--- src/hdl/rsc_pkg.sv ---
`default_nettype none
package rsc_pkg;

	localparam int DEF_STACK_DEPTH = 64;
	localparam int DEF_VALUE_WIDTH = 32;

	// multiplier consumes this many multiplier bits per cycle
	localparam int MUL_DIGIT = 8;

	localparam int FUNC_W    = 3;
	localparam int OPV_W     = 32;
	localparam int TOP_W     = 32;
	localparam int SDEPTH_W  = 7;
	localparam int STATUS_W  = 3;
	localparam int S_TDATA_W = 32;
	localparam int S_TUSER_W = 3;
	localparam int M_TDATA_W = 40;
	localparam int M_TUSER_W = 3;

	typedef enum logic [FUNC_W-1:0] {
		FN_PUSH = 3'd0,
		FN_ADD  = 3'd1,
		FN_SUB  = 3'd2,
		FN_MUL  = 3'd3,
		FN_DIV  = 3'd4,
		FN_POW  = 3'd5
	} rsc_func_t;

	typedef enum logic [STATUS_W-1:0] {
		ST_OK     = 3'd0,
		ST_UNDER  = 3'd1,
		ST_OVER   = 3'd2,
		ST_DIVZ   = 3'd3,
		ST_NEGEXP = 3'd4
	} rsc_status_t;

	typedef enum logic [1:0] {
		MS_AB,
		MS_ACC_SQ,
		MS_SQ_SQ
	} rsc_mul_sel_t;

	typedef enum logic [3:0] {
		S_IDLE,
		S_CHECK,
		S_MUL_WAIT,
		S_DIV_WAIT,
		S_POW_TEST,
		S_POW_ACC,
		S_POW_SQS,
		S_POW_SQ,
		S_RESULT
	} rsc_state_t;

	typedef struct packed {
		logic         take;
		logic         push;
		logic         commit;
		logic         mul_start;
		rsc_mul_sel_t mul_sel;
		logic         div_start;
		logic         pow_init;
		logic         acc_load;
		logic         sq_load;
		logic         exp_shift;
		logic         out_load;
		rsc_status_t  status;
	} rsc_cmd_t;

	typedef struct packed {
		rsc_func_t func;
		logic      full;
		logic      under;
		logic      b_zero;
		logic      b_neg;
		logic      mul_busy;
		logic      div_busy;
		logic      exp_zero;
		logic      exp_lsb;
		logic      exp_one;
		logic      out_free;
	} rsc_stat_t;

endpackage
`default_nettype wire

--- src/hdl/rsc_ram.sv ---
`default_nettype none
module rsc_ram #(
	parameter int WIDTH = 32,
	parameter int DEPTH = 64
) (
	input  wire logic                     clk,
	input  wire logic                     we,
	input  wire logic [$clog2(DEPTH)-1:0] waddr,
	input  wire logic [WIDTH-1:0]         wdata,
	input  wire logic                     re,
	input  wire logic [$clog2(DEPTH)-1:0] raddr,
	output logic      [WIDTH-1:0]         rdata
);

	logic [WIDTH-1:0] mem [DEPTH];

	always_ff @(posedge clk) begin
		if (we) begin
			mem[waddr] <= wdata;
		end
		if (re) begin
			rdata <= mem[raddr];
		end
	end

endmodule
`default_nettype wire

--- src/hdl/rsc_mul.sv ---
`default_nettype none
module rsc_mul #(
	parameter int W = 32
) (
	input  wire logic         clk,
	input  wire logic         arst_n,
	input  wire logic         start,
	input  wire logic [W-1:0] x,
	input  wire logic [W-1:0] y,
	output logic              busy,
	output logic      [W-1:0] prod
);

	import rsc_pkg::*;

	logic [W-1:0]           mc_q;
	logic [W-1:0]           mp_q;
	logic [W-1:0]           prod_q;
	logic                   busy_q;
	logic [W+MUL_DIGIT-1:0] part;
	logic [W-1:0]           mp_next;

	// low W bits of the product only: results wrap
	assign part    = mc_q * mp_q[MUL_DIGIT-1:0];
	assign mp_next = mp_q >> MUL_DIGIT;

	always_ff @(posedge clk or negedge arst_n) begin
		if (!arst_n) begin
			busy_q <= 1'b0;
		end else if (start) begin
			busy_q <= 1'b1;
		end else if (busy_q && mp_next == '0) begin
			busy_q <= 1'b0;
		end
	end

	always_ff @(posedge clk) begin
		if (start) begin
			mc_q   <= x;
			mp_q   <= y;
			prod_q <= '0;
		end else if (busy_q) begin
			prod_q <= prod_q + part[W-1:0];
			mc_q   <= mc_q << MUL_DIGIT;
			mp_q   <= mp_next;
		end
	end

	assign busy = busy_q;
	assign prod = prod_q;

endmodule
`default_nettype wire

--- src/hdl/rsc_div.sv ---
`default_nettype none
module rsc_div #(
	parameter int W = 32
) (
	input  wire logic         clk,
	input  wire logic         arst_n,
	input  wire logic         start,
	input  wire logic [W-1:0] dvd,
	input  wire logic [W-1:0] dvs,
	output logic              busy,
	output logic      [W-1:0] quo
);

	localparam int CW = $clog2(W + 1);

	logic [W-1:0]  quo_q;
	logic [W-1:0]  rem_q;
	logic [W-1:0]  dvs_q;
	logic          neg_q;
	logic [CW-1:0] cnt_q;
	logic          busy_q;
	logic [W-1:0]  dvd_mag;
	logic [W-1:0]  dvs_mag;
	logic [W:0]    trial;
	logic [W:0]    diff;
	logic          ge;

	// magnitude of the most negative value still fits as unsigned
	assign dvd_mag = dvd[W-1] ? ('0 - dvd) : dvd;
	assign dvs_mag = dvs[W-1] ? ('0 - dvs) : dvs;

	assign trial = {rem_q, quo_q[W-1]};
	assign diff  = trial - {1'b0, dvs_q};
	assign ge    = trial >= {1'b0, dvs_q};

	always_ff @(posedge clk or negedge arst_n) begin
		if (!arst_n) begin
			busy_q <= 1'b0;
			cnt_q  <= '0;
		end else if (start) begin
			busy_q <= 1'b1;
			cnt_q  <= CW'(W);
		end else if (busy_q) begin
			cnt_q <= cnt_q - CW'(1);
			if (cnt_q == CW'(1)) begin
				busy_q <= 1'b0;
			end
		end
	end

	always_ff @(posedge clk) begin
		if (start) begin
			quo_q <= dvd_mag;
			rem_q <= '0;
			dvs_q <= dvs_mag;
			neg_q <= dvd[W-1] ^ dvs[W-1];
		end else if (busy_q) begin
			rem_q <= ge ? diff[W-1:0] : trial[W-1:0];
			quo_q <= {quo_q[W-2:0], ge};
		end
	end

	assign busy = busy_q;
	assign quo  = neg_q ? ('0 - quo_q) : quo_q;

endmodule
`default_nettype wire

--- src/hdl/rsc_datapath.sv ---
`default_nettype none
module rsc_datapath #(
	parameter int STACK_DEPTH = rsc_pkg::DEF_STACK_DEPTH,
	parameter int VALUE_WIDTH = rsc_pkg::DEF_VALUE_WIDTH
) (
	input  wire logic                          clk,
	input  wire logic                          arst_n,
	input  wire rsc_pkg::rsc_cmd_t             cmd,
	output rsc_pkg::rsc_stat_t                 stat,
	input  wire logic [rsc_pkg::S_TDATA_W-1:0] s_tdata,
	input  wire logic [rsc_pkg::S_TUSER_W-1:0] s_tuser,
	output logic                               m_tvalid,
	input  wire logic                          m_tready,
	output logic      [rsc_pkg::M_TDATA_W-1:0] m_tdata,
	output logic      [rsc_pkg::M_TUSER_W-1:0] m_tuser
);

	import rsc_pkg::*;

	localparam int W  = VALUE_WIDTH;
	localparam int DW = $clog2(STACK_DEPTH + 1);
	localparam int AW = $clog2(STACK_DEPTH);

	rsc_func_t       func_q;
	logic [OPV_W-1:0] opv_q;
	logic [W-1:0]    top_q;
	logic [DW-1:0]   depth_q;
	logic [W-1:0]    acc_q;
	logic [W-1:0]    sq_q;
	logic [W-1:0]    exp_q;
	logic [W-1:0]    a_val;
	logic [W-1:0]    b_val;
	logic [W-1:0]    push_val;
	logic [W-1:0]    res;
	logic [W-1:0]    mul_x;
	logic [W-1:0]    mul_y;
	logic [W-1:0]    prod;
	logic [W-1:0]    quo;
	logic            mul_busy;
	logic            div_busy;
	logic [DW-1:0]   dm1;
	logic [DW-1:0]   dm2;
	logic            ram_we;
	logic            out_valid_q;
	logic [M_TDATA_W-1:0] out_data_q;
	logic [M_TUSER_W-1:0] out_user_q;
	logic [TOP_W-1:0]     top_out;

	// top of stack lives in top_q; the RAM holds the entries below it
	assign dm1    = depth_q - DW'(1);
	assign dm2    = depth_q - DW'(2);
	assign b_val  = top_q;
	assign ram_we = cmd.push && depth_q != '0;

	rsc_ram #(
		.WIDTH (W),
		.DEPTH (STACK_DEPTH)
	) u_ram (
		.clk   (clk),
		.we    (ram_we),
		.waddr (dm1[AW-1:0]),
		.wdata (top_q),
		.re    (cmd.take),
		.raddr (dm2[AW-1:0]),
		.rdata (a_val)
	);

	always_comb begin
		case (cmd.mul_sel)
			MS_ACC_SQ: begin
				mul_x = acc_q;
				mul_y = sq_q;
			end
			MS_SQ_SQ: begin
				mul_x = sq_q;
				mul_y = sq_q;
			end
			default: begin
				mul_x = a_val;
				mul_y = b_val;
			end
		endcase
	end

	rsc_mul #(.W(W)) u_mul (
		.clk    (clk),
		.arst_n (arst_n),
		.start  (cmd.mul_start),
		.x      (mul_x),
		.y      (mul_y),
		.busy   (mul_busy),
		.prod   (prod)
	);

	rsc_div #(.W(W)) u_div (
		.clk    (clk),
		.arst_n (arst_n),
		.start  (cmd.div_start),
		.dvd    (a_val),
		.dvs    (b_val),
		.busy   (div_busy),
		.quo    (quo)
	);

	assign push_val = W'($signed(opv_q));

	always_comb begin
		case (func_q)
			FN_ADD:  res = a_val + b_val;
			FN_SUB:  res = a_val - b_val;
			FN_MUL:  res = prod;
			FN_DIV:  res = quo;
			FN_POW:  res = acc_q;
			default: res = top_q;
		endcase
	end

	always_ff @(posedge clk or negedge arst_n) begin
		if (!arst_n) begin
			depth_q <= '0;
		end else if (cmd.push) begin
			depth_q <= depth_q + DW'(1);
		end else if (cmd.commit) begin
			depth_q <= dm1;
		end
	end

	always_ff @(posedge clk) begin
		if (cmd.take) begin
			func_q <= rsc_func_t'(s_tuser[FUNC_W-1:0]);
			opv_q  <= s_tdata[OPV_W-1:0];
		end
		if (cmd.push) begin
			top_q <= push_val;
		end else if (cmd.commit) begin
			top_q <= res;
		end
		if (cmd.pow_init) begin
			acc_q <= W'(1);
			sq_q  <= a_val;
			exp_q <= b_val;
		end else begin
			if (cmd.acc_load) begin
				acc_q <= prod;
			end
			if (cmd.sq_load) begin
				sq_q <= prod;
			end
			if (cmd.exp_shift) begin
				exp_q <= exp_q >> 1;
			end
		end
	end

	// output register frees the core while a result waits
	assign top_out = (depth_q != '0) ? TOP_W'($signed(top_q)) : '0;

	always_ff @(posedge clk or negedge arst_n) begin
		if (!arst_n) begin
			out_valid_q <= 1'b0;
		end else if (cmd.out_load) begin
			out_valid_q <= 1'b1;
		end else if (m_tready) begin
			out_valid_q <= 1'b0;
		end
	end

	always_ff @(posedge clk) begin
		if (cmd.out_load) begin
			out_data_q <= M_TDATA_W'({SDEPTH_W'(depth_q), top_out});
			out_user_q <= M_TUSER_W'(cmd.status);
		end
	end

	assign m_tvalid = out_valid_q;
	assign m_tdata  = out_data_q;
	assign m_tuser  = out_user_q;

	assign stat.func     = func_q;
	assign stat.full     = depth_q == DW'(STACK_DEPTH);
	assign stat.under    = depth_q < DW'(2);
	assign stat.b_zero   = b_val == '0;
	assign stat.b_neg    = b_val[W-1];
	assign stat.mul_busy = mul_busy;
	assign stat.div_busy = div_busy;
	assign stat.exp_zero = exp_q == '0;
	assign stat.exp_lsb  = exp_q[0];
	assign stat.exp_one  = exp_q[W-1:1] == '0;
	assign stat.out_free = !out_valid_q || m_tready;

	a_depth_bound: assert property (@(posedge clk) disable iff (!arst_n)
		depth_q <= DW'(STACK_DEPTH))
		else $error("stack depth beyond capacity");

	a_commit_two: assert property (@(posedge clk) disable iff (!arst_n)
		cmd.commit |-> depth_q >= DW'(2))
		else $error("operator committed with fewer than two entries");

	a_push_grows: assert property (@(posedge clk) disable iff (!arst_n)
		cmd.push |=> depth_q == $past(depth_q) + DW'(1))
		else $error("push did not grow the stack");

endmodule
`default_nettype wire

--- src/hdl/rsc_ctrl.sv ---
`default_nettype none
module rsc_ctrl (
	input  wire logic               clk,
	input  wire logic               arst_n,
	input  wire logic               s_tvalid,
	output logic                    s_tready,
	input  wire rsc_pkg::rsc_stat_t stat,
	output rsc_pkg::rsc_cmd_t       cmd
);

	import rsc_pkg::*;

	rsc_state_t  state_q;
	rsc_state_t  state_d;
	rsc_status_t status_q;
	rsc_status_t status_d;

	always_ff @(posedge clk or negedge arst_n) begin
		if (!arst_n) begin
			state_q  <= S_IDLE;
			status_q <= ST_OK;
		end else begin
			state_q <= state_d;
			if (state_q == S_CHECK) begin
				status_q <= status_d;
			end
		end
	end

	always_comb begin
		state_d    = state_q;
		status_d   = ST_OK;
		cmd        = '0;
		cmd.status = status_q;
		s_tready   = 1'b0;
		case (state_q)
			S_IDLE: begin
				s_tready = 1'b1;
				if (s_tvalid) begin
					cmd.take = 1'b1;
					state_d  = S_CHECK;
				end
			end
			S_CHECK: begin
				state_d = S_RESULT;
				case (stat.func)
					FN_PUSH: begin
						if (stat.full) begin
							status_d = ST_OVER;
						end else begin
							cmd.push = 1'b1;
						end
					end
					FN_ADD, FN_SUB: begin
						if (stat.under) begin
							status_d = ST_UNDER;
						end else begin
							cmd.commit = 1'b1;
						end
					end
					FN_MUL: begin
						if (stat.under) begin
							status_d = ST_UNDER;
						end else begin
							cmd.mul_start = 1'b1;
							cmd.mul_sel   = MS_AB;
							state_d       = S_MUL_WAIT;
						end
					end
					FN_DIV: begin
						if (stat.under) begin
							status_d = ST_UNDER;
						end else if (stat.b_zero) begin
							status_d = ST_DIVZ;
						end else begin
							cmd.div_start = 1'b1;
							state_d       = S_DIV_WAIT;
						end
					end
					FN_POW: begin
						if (stat.under) begin
							status_d = ST_UNDER;
						end else if (stat.b_neg) begin
							status_d = ST_NEGEXP;
						end else begin
							cmd.pow_init = 1'b1;
							state_d      = S_POW_TEST;
						end
					end
					default: begin
						status_d = ST_OK;
					end
				endcase
			end
			S_MUL_WAIT: begin
				if (!stat.mul_busy) begin
					cmd.commit = 1'b1;
					state_d    = S_RESULT;
				end
			end
			S_DIV_WAIT: begin
				if (!stat.div_busy) begin
					cmd.commit = 1'b1;
					state_d    = S_RESULT;
				end
			end
			// square-and-multiply, exponent LSB first
			S_POW_TEST: begin
				if (stat.exp_zero) begin
					cmd.commit = 1'b1;
					state_d    = S_RESULT;
				end else if (stat.exp_lsb) begin
					cmd.mul_start = 1'b1;
					cmd.mul_sel   = MS_ACC_SQ;
					state_d       = S_POW_ACC;
				end else begin
					state_d = S_POW_SQS;
				end
			end
			S_POW_ACC: begin
				if (!stat.mul_busy) begin
					cmd.acc_load = 1'b1;
					state_d      = S_POW_SQS;
				end
			end
			S_POW_SQS: begin
				// no exponent bits left above this one: square not needed
				if (stat.exp_one) begin
					cmd.commit = 1'b1;
					state_d    = S_RESULT;
				end else begin
					cmd.mul_start = 1'b1;
					cmd.mul_sel   = MS_SQ_SQ;
					state_d       = S_POW_SQ;
				end
			end
			S_POW_SQ: begin
				if (!stat.mul_busy) begin
					cmd.sq_load   = 1'b1;
					cmd.exp_shift = 1'b1;
					state_d       = S_POW_TEST;
				end
			end
			S_RESULT: begin
				if (stat.out_free) begin
					cmd.out_load = 1'b1;
					state_d      = S_IDLE;
				end
			end
			default: begin
				state_d = S_IDLE;
			end
		endcase
	end

	a_mul_idle: assert property (@(posedge clk) disable iff (!arst_n)
		cmd.mul_start |-> !stat.mul_busy)
		else $error("multiplier started while busy");

	a_take_check: assert property (@(posedge clk) disable iff (!arst_n)
		cmd.take |=> state_q == S_CHECK)
		else $error("accepted transfer not followed by check");

	a_out_room: assert property (@(posedge clk) disable iff (!arst_n)
		cmd.out_load |-> stat.out_free)
		else $error("result loaded over a pending one");

endmodule
`default_nettype wire

--- src/hdl/rpn_stack_calculator.sv ---
// channel  dir  tdata                                   tuser
// s_*      in   [31:0] operand_value                    [2:0] func
// m_*      out  [31:0] top_value, [38:32] stack_depth   [2:0] status
//
// One item at a time. Push, add, subtract and ignored codes pass through the check and result states.
// Multiply: 8-bit digit multiplier, early exit.
// Divide: restoring divider, one quotient bit per cycle.
// Power: per exponent bit up to two passes of the shared multiplier.
// arst_n clears the stack depth; a result waiting in the output register
// does not block the next transfer in, only the next result.
`default_nettype none
module rpn_stack_calculator #(
	parameter int STACK_DEPTH = rsc_pkg::DEF_STACK_DEPTH,
	parameter int VALUE_WIDTH = rsc_pkg::DEF_VALUE_WIDTH
) (
	input  wire logic                          clk,
	input  wire logic                          arst_n,
	input  wire logic                          s_tvalid,
	output logic                               s_tready,
	input  wire logic [rsc_pkg::S_TDATA_W-1:0] s_tdata,  // [31:0] operand_value
	input  wire logic [rsc_pkg::S_TUSER_W-1:0] s_tuser,  // [2:0] func
	output logic                               m_tvalid,
	input  wire logic                          m_tready,
	output logic      [rsc_pkg::M_TDATA_W-1:0] m_tdata,  // [31:0] top_value, [38:32] stack_depth
	output logic      [rsc_pkg::M_TUSER_W-1:0] m_tuser   // [2:0] status
);

	import rsc_pkg::*;

	rsc_cmd_t  cmd;
	rsc_stat_t stat;

	rsc_ctrl u_ctrl (
		.clk      (clk),
		.arst_n   (arst_n),
		.s_tvalid (s_tvalid),
		.s_tready (s_tready),
		.stat     (stat),
		.cmd      (cmd)
	);

	rsc_datapath #(
		.STACK_DEPTH (STACK_DEPTH),
		.VALUE_WIDTH (VALUE_WIDTH)
	) u_dp (
		.clk      (clk),
		.arst_n   (arst_n),
		.cmd      (cmd),
		.stat     (stat),
		.s_tdata  (s_tdata),
		.s_tuser  (s_tuser),
		.m_tvalid (m_tvalid),
		.m_tready (m_tready),
		.m_tdata  (m_tdata),
		.m_tuser  (m_tuser)
	);

endmodule
`default_nettype wire
--- config.mk ---
export PLATFORM = sky130hd
export DESIGN_NAME = rpn_stack_calculator
export DESIGN_NICKNAME = d
export VERILOG_FILES = /design/src/hdl/rsc_pkg.sv /design/src/hdl/rsc_ram.sv /design/src/hdl/rsc_mul.sv /design/src/hdl/rsc_div.sv /design/src/hdl/rsc_datapath.sv /design/src/hdl/rsc_ctrl.sv /design/src/hdl/rpn_stack_calculator.sv
export SDC_FILE = /design/constraint.sdc
export NUM_CORES = 2
export LEC_CHECK = 0
export BUFFER_PORTS_ARGS = -buffer_cell sky130_fd_sc_hd__buf_2
export CAP_MARGIN = 20
export CORE_MARGIN = 2
export CORE_UTILIZATION = 50
export DETAILED_ROUTE_END_ITERATION = 12
export PLACE_DENSITY = 0.65
export SYNTH_ARGS = -nofsm -noshare
export SYNTH_HDL_FRONTEND = slang
export SYNTH_HIERARCHICAL = 1
export SYNTH_SLANG_ARGS = --single-unit
export TNS_END_PERCENT = 100
--- constraint.sdc ---
create_clock -name clk -period 7.22 [get_ports clk]
set_input_delay 0.361 -clock clk [delete_from_list [all_inputs] [get_ports clk]]
set_output_delay 0.361 -clock clk [all_outputs]
set_load 0.1 [all_outputs]
==> metrics <==
total number of vias 63.0k; drt drc 0; Root Buffer clkbuf_16; final setup TNS 0 ps; starting density of the core 0.502; post-synthesis area per instance 16.8 um^2; Core Region 222000 um^2; Setup crit start u_dp/u_mul/mp_q[6]; Min Hold Slack 175 ps; Tcrit/Tclk final 0.829; Seq cells post-synth 2501; worst vdd ir 0.407 mV; Tot Pwr 60600 uW; Relative slew margins 0.258; Placer Congestion 0.919; Skew-Pair Late Insertion Delay 920 ps; Nets 7216; Setup crit start kind flip-flop; WS Path Type reg -> reg; largest net degree at the start of global routing 112; Vias/cell 6.27; max frequency 167 MHz; TritonCTS clock tree yes; RR Endpoint u_dp/u_mul/prod[16]; Total Wirelength 299 mm; layout cells sized above 1 0.208; Die ar. 227000 um^2; PwrDens 486 nW/um^2; Port-buffer cells 82; vias in the first global route 62.2k; fraction of registers with async set/reset 0.00920; Clk pin slew, worst setup/hold paths 70 ps; WL/cell 29.8 um; worst-path maximum fanout 26; actual slew at the worst max-slew pin 1110 ps; commonest non-fill, non-tap cell in the layout edfxtp_1; most frequent cells in the layout edfxtp_1, mux4_2, nand2_1; outcome finished, final reports clean; net count after synthesis 6992; drt first pass iters 8; I/O pin cnt 84; RSZ-0062 raised after global routing false; final hold violation count 0; WP data arrival 6750 ps; ys flop type edfxtp_1; final setup fails 0; Syn Std Cell Area 111000 um^2; die height 476 um; clock skew 60.4 ps; Ys Warns 6; EDFF count, synth 2382; clk buf depth 4; post-synth cell types 109; Congestion Overflow GR 0; GRT Overall Usage 0.264; die width 476 um; r2r setup slk 1240 ps; post-synthesis cell count 6647; synthesis-to-layout area growth 12.0%; H-tree Lvls 5; crit end category flip-flop; R2R cell count 16; placed wire-length estimate 180 mm; reg2reg start u_dp/u_mul/mp_q[6]; max_cap viols 0; fin. max-slew vios 0; Seq/Total Area, Yosys 0.664; CP endpoint u_dp/u_mul/prod[16]; P_leak 0.0421 uW; Core Rows 173; Worst Hold Class in -> reg; CTS Buf Count 275; Final ANT Viol Nets 0; drt initial violations 7922; Worst EP required 7980 ps; first-pass GRT wire length 432 mm; initial antenna violation count 16; fill cell count 16.9k; clock sinks 2501; Period minus WS final 5980 ps; post-CTS sizing 0
==> critical path, stage by stage (launching register included) <==
cell       delay (ps)
edfxtp_1          980
nand2_1           210
fa_1              540
fa_1              510
inv_1              60
fa_1              480
inv_1              50
fa_1              480
inv_1              40
ha_1              320
and3_4            200
a2111oi_4         510
o21ai_0           300
a211oi_1          570
nor3_1            130
o21a_1            210
o32ai_1           260
==> worst min path at each step <==
stage / start / to / slack (ps) / depth (start not counted)
after global placement: arst_n / u_dp/m_tvalid / 390 / 1
after CTS: s_tuser[1] / u_dp/func_q[1] / 120 / 2
after global routing: s_tdata[10] / u_dp/opv_q[10] / 170 / 2
after detailed placement: arst_n / u_dp/m_tvalid / 400 / 1
after floorplan: arst_n / u_ctrl/state_q[0] / 70 / 0
final: s_tdata[30] / u_dp/opv_q[30] / 180 / 2
==> flip-flops by register name (all words and copies together) (netlist names), 7 cells and up <==
register / cells
u_dp/depth_q: 7
u_dp/u_div/dvs_q: 32
u_dp/m_tdata: 39
u_dp/u_mul/mc_q: 32
u_dp/acc_q: 32
u_dp/opv_q: 32
u_dp/u_div/rem_q: 32
u_dp/u_ram/mem: 2048
u_dp/u_mul/mp_q: 32
u_dp/exp_q: 32
u_dp/b_val: 32
u_dp/u_ram/rdata: 32
u_dp/sq_q: 32
u_dp/u_mul/prod: 32
u_dp/u_div/quo_q: 32
==> cells by family (layout without fill, tap and decap cells) <==
family	count (synthesis)	count (layout)	share of synthesized area
flip-flops	2501	2501	0.664
AND/OR/NAND/NOR	1240	1240	0.0551
multiplexers	883	883	0.142
AO/OA/AOI/OAI	818	818	0.0491
buffers and inverters	686	1095	0.0253
adder cells (fa/ha/maj)	306	306	0.0470
XOR/XNOR	212	212	0.0167
other	1	12	0.0000337
==> repair_timing <==
action | 4_1_cts | 5_1_grt
hold endpoints to repair | 62 | 0
setup buffers | 0 | 0
hold buffers | 40 | 0
==> report_power, final <==
part	leakage (uW)	switching, uW	internal (uW)
combinational	0.0153	17000	10600
clock	0.00408	5470	7780
sequential	0.0227	1550	18300
==> cell type report <==
cell class                 instances  area (um^2)  share of cell area
tap                             2975         3720              0.0298
multi-input combinational       3460        35100               0.281
clock buffer                     346         7360              0.0589
inverter                         326         1240             0.00992
timing repair buffer             307         2330              0.0187
clock inverter                   116          981             0.00786
antenna                           11         27.5            0.000221
sequential                      2501        74000               0.593
==> through the flow <==
| stage | utilization | area (um^2) | cells | worst slack, ps |
|---|---|---|---|---|
| finish | 0.563 | 125000 | 10000 | 1240 |
| global route | 0.562 | 125000 | 10000 | 896 |
| CTS | 0.562 | 125000 | 10000 | 1200 |
| detailed placement | 0.523 | 116000 | 9528 | 1300 |
| global placement | 0.523 | 116000 | 9527 | 1430 |
| floorplan | - | 111000 | 6647 | 1330 |
==> metal layers <==
layer	wire, um	GRT usage	up-vias	share of wire
met5	0	0	-	0
met4	8350	0.0750	0	0.028
met3	25000	0.0443	445	0.084
met2	140000	0.415	2876	0.47
met1	126000	0.384	33300	0.42
li1	-	-	26300	-
==> Yosys cell counts (69+ instances only) <==
library cell / instances / share of area
a21oi_1: 222 / 0.010
and2_1: 206 / 0.012
buf_2: 69 / 0.0031
clkbuf_1: 211 / 0.0071
dfxtp_1: 96 / 0.017
edfxtp_1: 2382 / 0.64
fa_1: 188 / 0.034
ha_1: 118 / 0.013
inv_1: 325 / 0.011
mux2_2: 165 / 0.017
mux2i_1: 174 / 0.016
mux4_2: 544 / 0.11
nand2_1: 325 / 0.011
nor2_1: 368 / 0.012
o21ai_0: 126 / 0.0057
o22ai_1: 97 / 0.0054
xnor2_1: 125 / 0.0098
xor2_1: 86 / 0.0068
No activity file was read; power rests on OpenSTA's default activity.
